--- src/rtl/kctol_pkg.sv ---
package kctol_pkg;

    // field and register widths
    localparam int unsigned TILE_W  = 15;
    localparam int unsigned COORD_W = 16;
    localparam int unsigned SIZE_W  = 9;
    localparam int unsigned RANK_W  = 16;
    localparam int unsigned VPI_W   = 2;
    localparam int unsigned CIDX_W  = 3;
    localparam int unsigned CDAT_W  = 15;

    // default virtual grid
    localparam int unsigned VP_ROWS_DEF = 2;
    localparam int unsigned VP_COLS_DEF = 2;

    // configuration register indexes
    localparam logic [CIDX_W-1:0] CFG_ROW_OFFSET     = 3'd0;
    localparam logic [CIDX_W-1:0] CFG_COL_OFFSET     = 3'd1;
    localparam logic [CIDX_W-1:0] CFG_LOWER_TRIANGLE = 3'd2;
    localparam logic [CIDX_W-1:0] CFG_GRID_ROWS      = 3'd3;
    localparam logic [CIDX_W-1:0] CFG_GRID_COLS      = 3'd4;
    localparam logic [CIDX_W-1:0] CFG_BLOCK_ROWS     = 3'd5;
    localparam logic [CIDX_W-1:0] CFG_BLOCK_COLS     = 3'd6;

    typedef struct packed {
        logic [TILE_W-1:0] tile_row;
        logic [TILE_W-1:0] tile_col;
    } t_req;

    typedef struct packed {
        logic              owner_valid;
        logic [RANK_W-1:0] owner_rank;
        logic [VPI_W-1:0]  virtual_process;
    } t_res;

endpackage

--- src/rtl/kcyclic_tile_owner_lookup.sv ---
// Owner lookup for a symmetric tiled matrix under a 2D k-cyclic distribution.
// A request is taken in every cycle (busy never rises) and its result appears
// on o_res with o_strobe high for one cycle, once it has passed one input
// register, two chains of 16 divide cells (tile / block size, then / grid
// size), one multiply register, and one register for the virtual-process
// remainders. Results come back in request order and cannot be stalled, so the
// receiver must take every strobe. Configuration writes are always ready and
// must only be issued while no request is in flight.
module kcyclic_tile_owner_lookup
    import kctol_pkg::*;
#(
    parameter int unsigned VP_ROWS = VP_ROWS_DEF,
    parameter int unsigned VP_COLS = VP_COLS_DEF
) (
    input  logic              i_clk,
    input  logic              i_rst_n,
    input  logic              start,
    output logic              busy,
    input  t_req              i_req,
    output logic              o_strobe,
    output t_res              o_res,
    input  logic              i_cfg_valid,
    output logic              o_cfg_ready,
    input  logic [CIDX_W-1:0] i_cfg_index,
    input  logic [CDAT_W-1:0] i_cfg_data
);

    localparam int unsigned VP_MAX = (VP_ROWS > VP_COLS) ? VP_ROWS : VP_COLS;
    localparam int unsigned VPW    = $clog2(VP_MAX + 1);
    localparam int unsigned VPS_W  = 2 * VPW + 2;

    // configuration registers
    logic [TILE_W-1:0] r_row_offset, r_col_offset;
    logic              r_lower;
    logic [SIZE_W-1:0] r_grid_rows, r_grid_cols, r_block_rows, r_block_cols;
    logic [SIZE_W-1:0] p_eff, q_eff, kr_eff, kc_eff;

    assign o_cfg_ready = 1'b1;
    assign busy        = 1'b0;

    always_ff @(posedge i_clk) begin
        if (!i_rst_n) begin
            r_row_offset <= '0;
            r_col_offset <= '0;
            r_lower      <= 1'b1;
            r_grid_rows  <= SIZE_W'(1);
            r_grid_cols  <= SIZE_W'(1);
            r_block_rows <= SIZE_W'(1);
            r_block_cols <= SIZE_W'(1);
        end else if (i_cfg_valid) begin
            case (i_cfg_index)
                CFG_ROW_OFFSET:     r_row_offset <= i_cfg_data;
                CFG_COL_OFFSET:     r_col_offset <= i_cfg_data;
                CFG_LOWER_TRIANGLE: r_lower      <= i_cfg_data[0];
                CFG_GRID_ROWS:      r_grid_rows  <= i_cfg_data[SIZE_W-1:0];
                CFG_GRID_COLS:      r_grid_cols  <= i_cfg_data[SIZE_W-1:0];
                CFG_BLOCK_ROWS:     r_block_rows <= i_cfg_data[SIZE_W-1:0];
                CFG_BLOCK_COLS:     r_block_cols <= i_cfg_data[SIZE_W-1:0];
                default: ;
            endcase
        end
    end

    // a zero size counts as one
    assign p_eff  = (r_grid_rows  == '0) ? SIZE_W'(1) : r_grid_rows;
    assign q_eff  = (r_grid_cols  == '0) ? SIZE_W'(1) : r_grid_cols;
    assign kr_eff = (r_block_rows == '0) ? SIZE_W'(1) : r_block_rows;
    assign kc_eff = (r_block_cols == '0) ? SIZE_W'(1) : r_block_cols;

    // input stage: add offsets, check the stored triangle
    logic               r_vld0;
    logic [COORD_W-1:0] r_m, r_n, n_m, n_n;
    logic               r_ok, n_ok;

    always_comb begin
        n_m  = COORD_W'(i_req.tile_row) + COORD_W'(r_row_offset);
        n_n  = COORD_W'(i_req.tile_col) + COORD_W'(r_col_offset);
        n_ok = r_lower ? (n_m >= n_n) : (n_n >= n_m);
    end

    always_ff @(posedge i_clk) begin
        if (!i_rst_n) begin
            r_vld0 <= 1'b0;
        end else begin
            r_vld0 <= start;
        end
    end

    always_ff @(posedge i_clk) begin
        r_m  <= n_m;
        r_n  <= n_n;
        r_ok <= n_ok;
    end

    // first chains: coordinate / block size
    logic               a_vld_r, a_vld_c, a_ok_r, a_ok_c;
    logic [COORD_W-1:0] a_q_r, a_q_c;
    logic [SIZE_W-1:0]  a_rem_r, a_rem_c;

    kctol_div_chain #(.DW(COORD_W), .VW(SIZE_W), .SW(1)) u_blk_row (
        .i_clk (i_clk), .i_rst_n (i_rst_n),
        .i_vld (r_vld0), .i_dividend (r_m), .i_divisor (kr_eff), .i_side (r_ok),
        .o_vld (a_vld_r), .o_quot (a_q_r), .o_rem (a_rem_r), .o_side (a_ok_r)
    );

    kctol_div_chain #(.DW(COORD_W), .VW(SIZE_W), .SW(1)) u_blk_col (
        .i_clk (i_clk), .i_rst_n (i_rst_n),
        .i_vld (r_vld0), .i_dividend (r_n), .i_divisor (kc_eff), .i_side (r_ok),
        .o_vld (a_vld_c), .o_quot (a_q_c), .o_rem (a_rem_c), .o_side (a_ok_c)
    );

    // second chains: block index / grid size, carry in-block offset along
    logic               b_vld_r, b_vld_c;
    logic [COORD_W-1:0] b_q_r, b_q_c;
    logic [SIZE_W-1:0]  b_rem_r, b_rem_c;
    logic [SIZE_W:0]    b_side_r, b_side_c;

    kctol_div_chain #(.DW(COORD_W), .VW(SIZE_W), .SW(SIZE_W+1)) u_grd_row (
        .i_clk (i_clk), .i_rst_n (i_rst_n),
        .i_vld (a_vld_r & a_vld_c), .i_dividend (a_q_r), .i_divisor (p_eff),
        .i_side ({a_ok_r & a_ok_c, a_rem_r}),
        .o_vld (b_vld_r), .o_quot (b_q_r), .o_rem (b_rem_r), .o_side (b_side_r)
    );

    kctol_div_chain #(.DW(COORD_W), .VW(SIZE_W), .SW(SIZE_W+1)) u_grd_col (
        .i_clk (i_clk), .i_rst_n (i_rst_n),
        .i_vld (a_vld_r & a_vld_c), .i_dividend (a_q_c), .i_divisor (q_eff),
        .i_side ({a_ok_r & a_ok_c, a_rem_c}),
        .o_vld (b_vld_c), .o_quot (b_q_c), .o_rem (b_rem_c), .o_side (b_side_c)
    );

    // multiply stage: local indexes and the row part of the rank
    logic                       r_vld_m, r_ok_m;
    logic [COORD_W-1:0]         r_lm, r_ln;
    logic [2*SIZE_W-1:0]        r_prod;
    logic [SIZE_W-1:0]          r_col_rank;
    logic [COORD_W+SIZE_W-1:0]  lm_full, ln_full;

    always_comb begin
        lm_full = (COORD_W+SIZE_W)'(b_q_r) * (COORD_W+SIZE_W)'(kr_eff)
                + (COORD_W+SIZE_W)'(b_side_r[SIZE_W-1:0]);
        ln_full = (COORD_W+SIZE_W)'(b_q_c) * (COORD_W+SIZE_W)'(kc_eff)
                + (COORD_W+SIZE_W)'(b_side_c[SIZE_W-1:0]);
    end

    always_ff @(posedge i_clk) begin
        if (!i_rst_n) begin
            r_vld_m <= 1'b0;
        end else begin
            r_vld_m <= b_vld_r & b_vld_c;
        end
    end

    always_ff @(posedge i_clk) begin
        r_ok_m     <= b_side_r[SIZE_W] & b_side_c[SIZE_W];
        r_lm       <= lm_full[COORD_W-1:0];
        r_ln       <= ln_full[COORD_W-1:0];
        r_prod     <= (2*SIZE_W)'(b_rem_r) * (2*SIZE_W)'(q_eff);
        r_col_rank <= b_rem_c;
    end

    // finish the rank and saturate it
    logic [2*SIZE_W:0]  rank_sum;
    logic [RANK_W-1:0]  rank_sat;

    always_comb begin
        rank_sum = (2*SIZE_W+1)'(r_prod) + (2*SIZE_W+1)'(r_col_rank);
        rank_sat = (rank_sum > (2*SIZE_W+1)'({RANK_W{1'b1}})) ?
                   {RANK_W{1'b1}} : rank_sum[RANK_W-1:0];
    end

    // remainder stage: local indexes modulo the virtual grid by reciprocal multiply
    localparam int unsigned RS   = COORD_W + 5;
    localparam int unsigned VM_W = COORD_W + RS + 1;
    localparam logic [RS:0] RECIP_R =
        (RS+1)'(((64'd1 << RS) + 64'(VP_ROWS) - 64'd1) / 64'(VP_ROWS));
    localparam logic [RS:0] RECIP_C =
        (RS+1)'(((64'd1 << RS) + 64'(VP_COLS) - 64'd1) / 64'(VP_COLS));

    logic [VM_W-1:0]    vm_r, vm_c;
    logic [COORD_W-1:0] vq_r, vq_c, vr_r, vr_c;
    logic               r_vld_v, r_ok_v;
    logic [RANK_W-1:0]  r_rank_v;
    logic [VPW-1:0]     r_vp_r, r_vp_c;
    logic [VPS_W-1:0]   vp_full;

    always_comb begin
        vm_r = VM_W'(r_lm) * VM_W'(RECIP_R);
        vm_c = VM_W'(r_ln) * VM_W'(RECIP_C);
        vq_r = vm_r[RS +: COORD_W];
        vq_c = vm_c[RS +: COORD_W];
        vr_r = r_lm - COORD_W'(vq_r * COORD_W'(VP_ROWS));
        vr_c = r_ln - COORD_W'(vq_c * COORD_W'(VP_COLS));
    end

    always_ff @(posedge i_clk) begin
        if (!i_rst_n) begin
            r_vld_v <= 1'b0;
        end else begin
            r_vld_v <= r_vld_m;
        end
    end

    always_ff @(posedge i_clk) begin
        r_ok_v   <= r_ok_m;
        r_rank_v <= rank_sat;
        r_vp_r   <= vr_r[VPW-1:0];
        r_vp_c   <= vr_c[VPW-1:0];
    end

    // drive the result, forced for tiles outside the triangle
    always_comb begin
        vp_full  = VPS_W'(r_vp_c) * VPS_W'(VP_ROWS) + VPS_W'(r_vp_r);
        o_strobe = r_vld_v;
        o_res.owner_valid     = r_ok_v;
        o_res.owner_rank      = r_ok_v ? r_rank_v : {RANK_W{1'b1}};
        o_res.virtual_process = r_ok_v ? vp_full[VPI_W-1:0] : '0;
    end

endmodule

--- src/rtl/kctol_div_cell.sv ---
module kctol_div_cell
    import kctol_pkg::*;
#(
    parameter int unsigned DW = 16,
    parameter int unsigned VW = 9,
    parameter int unsigned SW = 1
) (
    input  logic          i_clk,
    input  logic          i_rst_n,
    input  logic          i_vld,
    input  logic [VW-1:0] i_rem,
    input  logic [DW-1:0] i_work,
    input  logic [VW-1:0] i_divisor,
    input  logic [SW-1:0] i_side,
    output logic          o_vld,
    output logic [VW-1:0] o_rem,
    output logic [DW-1:0] o_work,
    output logic [SW-1:0] o_side
);

    logic          r_vld;
    logic [VW-1:0] r_rem, n_rem;
    logic [DW-1:0] r_work, n_work;
    logic [SW-1:0] r_side;
    logic [VW:0]   trial;
    logic [VW:0]   diff;
    logic          ge;

    // one restoring step: shift in the next dividend bit, subtract if it fits
    always_comb begin
        trial  = {i_rem, i_work[DW-1]};
        diff   = trial - {1'b0, i_divisor};
        ge     = (trial >= {1'b0, i_divisor});
        n_rem  = ge ? diff[VW-1:0] : trial[VW-1:0];
        n_work = {i_work[DW-2:0], ge};
    end

    // advance the valid flag
    always_ff @(posedge i_clk) begin
        if (!i_rst_n) begin
            r_vld <= 1'b0;
        end else begin
            r_vld <= i_vld;
        end
    end

    // hand the partial result to the next cell
    always_ff @(posedge i_clk) begin
        r_rem  <= n_rem;
        r_work <= n_work;
        r_side <= i_side;
    end

    assign o_vld  = r_vld;
    assign o_rem  = r_rem;
    assign o_work = r_work;
    assign o_side = r_side;

endmodule

--- src/rtl/kctol_div_chain.sv ---
module kctol_div_chain
    import kctol_pkg::*;
#(
    parameter int unsigned DW = 16,
    parameter int unsigned VW = 9,
    parameter int unsigned SW = 1
) (
    input  logic          i_clk,
    input  logic          i_rst_n,
    input  logic          i_vld,
    input  logic [DW-1:0] i_dividend,
    input  logic [VW-1:0] i_divisor,
    input  logic [SW-1:0] i_side,
    output logic          o_vld,
    output logic [DW-1:0] o_quot,
    output logic [VW-1:0] o_rem,
    output logic [SW-1:0] o_side
);

    logic          vld  [DW+1];
    logic [VW-1:0] rem  [DW+1];
    logic [DW-1:0] work [DW+1];
    logic [SW-1:0] side [DW+1];

    assign vld[0]  = i_vld;
    assign rem[0]  = '0;
    assign work[0] = i_dividend;
    assign side[0] = i_side;

    // one quotient bit per cell, most significant first
    for (genvar g = 0; g < DW; g++) begin : g_cell
        kctol_div_cell #(
            .DW (DW),
            .VW (VW),
            .SW (SW)
        ) u_cell (
            .i_clk     (i_clk),
            .i_rst_n   (i_rst_n),
            .i_vld     (vld[g]),
            .i_rem     (rem[g]),
            .i_work    (work[g]),
            .i_divisor (i_divisor),
            .i_side    (side[g]),
            .o_vld     (vld[g+1]),
            .o_rem     (rem[g+1]),
            .o_work    (work[g+1]),
            .o_side    (side[g+1])
        );
    end

    assign o_vld  = vld[DW];
    assign o_quot = work[DW];
    assign o_rem  = rem[DW];
    assign o_side = side[DW];

endmodule
--- config.mk ---
export PLATFORM = sky130hd
export DESIGN_NAME = kcyclic_tile_owner_lookup
export DESIGN_NICKNAME = d
export VERILOG_FILES = /design/src/rtl/kctol_pkg.sv /design/src/rtl/kcyclic_tile_owner_lookup.sv /design/src/rtl/kctol_div_cell.sv /design/src/rtl/kctol_div_chain.sv
export SDC_FILE = /design/constraint.sdc
export NUM_CORES = 2
export LEC_CHECK = 0
export BUFFER_PORTS_ARGS = -buffer_cell sky130_fd_sc_hd__buf_2
export CELL_PAD_IN_SITES_DETAIL_PLACEMENT = 2
export CELL_PAD_IN_SITES_GLOBAL_PLACEMENT = 2
export CORE_UTILIZATION = 39
export DETAILED_ROUTE_END_ITERATION = 10
export HOLD_SLACK_MARGIN = 0.1
export PLACE_DENSITY_LB_ADDON = 0.15
export SLEW_MARGIN = 15
export SYNTH_ARGS = -nofsm -noshare
export SYNTH_HDL_FRONTEND = slang
export SYNTH_SLANG_ARGS = --single-unit
--- constraint.sdc ---
create_clock -name i_clk -period 5 [get_ports i_clk]
set_clock_uncertainty 0.2 [all_clocks]
set_input_delay 1.25 -clock i_clk [delete_from_list [all_inputs] [get_ports i_clk]]
set_output_delay 1.25 -clock i_clk [all_outputs]
set_load 0.02 [all_outputs]
==> reports/results.ini <==
[timing]
final-max-slew-violation-count=0
relSlewSlack_pct=22.04
fmax_ghz=0.2016
grt_setup_unrepaired=true
holdWs_ns=0.1178
post-route-period-util_pct=99.20
finalSetupViolCount=0
finalCriticalPeriod_ns=4.960
tightestPinTransition_ns=1.169
hold_viol_final=0
tns_ns=0

[worst_setup_path]
r2r-start=r_grid_cols[2]
worstSetupPathType=register to register
critPathCaptureType=register
crit_arrival_ns=5.44
r2r_cells=19
crit_path_max_incr_delay_ns=0.50
r2r-end=r_prod[16]
slowest_stage=fa_1
setup.worst_path.end=r_prod[16]
rrSetupSlack_ns=0.04
critPathLaunch=r_grid_cols[2]
cp_cell_sequence=nor4_4 > and4_1 > or2_4 > nand2_1 > fa_1 > inv_1 > fa_1 > ha_1 > inv_1 > fa_1 > inv_2 > buf_4 > fa_2 > a211o_1 > o211ai_1 > a22oi_2 > a211oi_2 > a21oi_2 > xor2_1
worst_path_most_repeated_cell=fa_1
crit_fanout=6
required_ns=5.49
crit_path_start_kind=register

[layout]
drive_gt1_share_pct=14.13
finalNetCount=6971
final_core_util_pct=45.22
area_growth_pct=15.22
design_area_sq_um=74440

[synthesis]
synth.most_common_cell=dfxtp_1
async_reset_ff_share_pct=0
synth_edf_count=0
syn-num-nets=6709
synth_area_leader_cell=dfxtp_1
yosys-top-cells-area=dfxtp_1, ha_1, mux2_2, xnor2_1, fa_1
ys_seq_area_share_pct=48.40
synth.avg_cell_area_sq_um=10.94
ys_types=60
netlist_instances=5905
synth_area_sq_um=64610
yosys_warnings=0
synth_common_cells=dfxtp_1, ha_1, inv_1
synthFlopType=dfxtp_1
synth_top_area_share_pct=48.40
synth-seq-cells=1562

[route]
routed_wl_mm=170.4
drt_iter0_drc=1162
avgViaCountPerCell=5.095
antenna_left=0
wl_per_cell_um=20.04
via_count=43330
drc=0
drt_pass1_iterations=4

[worst_hold_path]
hold_path.class=register to register
holdCritStartpoint=u_blk_col.g_cell[13].u_cell.o_work[4]

[clock_network]
numClockSinks=1562
cts-root-buf=clkbuf_16
cts_tree=built
cts_buffers=169
clockBufferDepth=3
cts.htree.levels=4
clock_latency_ns=0.81
clk_pin_slew_ns=0.06

[pwr]
p_per_area_nw_per_um2=747.3
total_power_mw=55.63
leakage_nw=31.83
peakVddDrop_mv=0.3296

[global_routing]
top_usage_layer=met2
grt_overflow=0
grt.met3_usage_pct=3.071
grtUsageMet1_pct=24.86
grt_use_met2_pct=37.09
gr-usage-all-layers_pct=20.53
antenna_found_initial=13
grt_max_degree=60
grt_pass1_wl_mm=272.9
grt_pass1_vias=49430

[floorplan]
core.rowCount=149
die_w_um=409.0
core-area_sq_um=164600
dieArea_sq_um=167300
start_util_pct=39.25
io-pin-count=74
die_height_um=409.0

[run]
cap_violations=0

[placed_design]
placed_cell_area_sq_um=67950
dp_hpwl_mm=119.4
gp_congestion=0.7979
numPortBuffers=71

[status]
status=finished clean

kinds of logic after synthesis:
kind of cell / synth area share [%]
flip-flops: 48.40
AND/OR/NAND/NOR: 10.38
AO/OA/AOI/OAI: 9.650
adder cells (fa/ha/maj): 15.85
multiplexers: 7.894
XOR/XNOR: 5.450
buffers and inverters: 2.359
other: 0.01162
stage by stage:
step | std cells | worst slack (ns)
floorplan | 5905 | 0.005771
global placement | 8176 | -0.1618
CTS | 8498 | -0.02038
global route | 8503 | -0.1818
detailed placement | 8176 | -0.3295
finish | 8505 | 0.04022
per-layer routing:
metal	vias up	share of wire, %
met5	-	0.025
met4	6	2.8
met3	282	2.5
met2	422	50
met1	21440	44
li1	21180	-
worst min-delay path by stage:
stage / cells past startpoint / end / slack [ns]
finish: 0 / u_blk_col.g_cell[14].u_cell.o_work[5] / 0.12
global route: 0 / u_blk_row.g_cell[10].u_cell.o_work[9] / 0.13
CTS: 0 / u_blk_col.g_cell[14].u_cell.o_work[5] / 0.11
detailed placement: 0 / u_blk_col.g_cell[13].u_cell.o_work[10] / 0.11
global placement: 0 / u_grd_col.g_cell[6].u_cell.o_work[8] / 0.11
floorplan: 0 / r_col_rank[0] / 0.11
worst max-delay path, delay by kind of cell (launching register included):
kind / cells / cell delay, ns
AND/OR/NAND/NOR: 4 / 0.80
flip-flops: 1 / 0.34
AO/OA/AOI/OAI: 5 / 0.95
buffers and inverters: 4 / 0.29
adder cells (fa/ha/maj): 5 / 2.10
XOR/XNOR: 1 / 0.15
layout make-up:
cell class,instances,area [sq um]
antenna,4,10.01
clock buffer,212,4695
clock inverter,104,1514
fill,16840,90180
inverter,357,1344
multi-input combinational,3942,32010
sequential,1562,31270
tap,2189,2739
timing repair buffer,135,852.1
power by group:
part           internal [mW]  switching, mW  total, mW
Combinational           11.1           11.8       23.0
Sequential              16.9           2.08       19.0
Clock                   8.28           5.41       13.7
flip-flops by register name (all words and copies together), names as in the netlist, 15 cells and up:
name	count
u_grd_row.g_cell.u_cell.o_work	121
u_grd_row.g_cell.u_cell.o_side	16
r_n	16
u_blk_col.g_cell.u_cell.o_vld	16
r_m	16
u_grd_col.g_cell.u_cell.o_side	32
u_grd_row.g_cell.u_cell.o_rem	144
u_grd_col.g_cell.u_cell.o_work	121
u_blk_col.g_cell.u_cell.o_side	16
u_grd_col.g_cell.u_cell.o_rem	144
u_blk_col.g_cell.u_cell.o_rem	136
r_rank_v	16
r_prod	18
u_blk_col.g_cell.u_cell.o_work	256
r_col_offset	15
u_blk_row.g_cell.u_cell.o_work	256
u_blk_row.g_cell.u_cell.o_rem	136
r_row_offset	15
what timing repair did:
action                                  4_1_cts  5_1_grt
hold buffers                                  0        0
buffers inserted                              6        2
pin swaps                                    24        9
endpoints found under the setup margin        7        7
gates resized for setup                      29       12
cells in the final DEF (no fill, tap or decap), types with 30 or more instances in the layout:
cell type	n
dfxtp_1	1559
and2_1	88
a21boi_0	48
a21oi_1	265
nand2_1	312
nor3_1	82
o31ai_1	59
nand2b_1	33
a31oi_1	61
mux2_2	348
inv_1	351
mux2i_1	118
a21o_1	83
bufinv_16	30
clkbuf_16	172
buf_4	62
buf_2	71
fa_1	109
o41ai_1	111
a211oi_1	62
nor2_1	335
xnor2_1	324
nand4_1	124
xor2_1	78
or2_2	55
nor2b_1	239
o21ai_0	199
ha_1	633
Power figures use the tool's default switching activity.
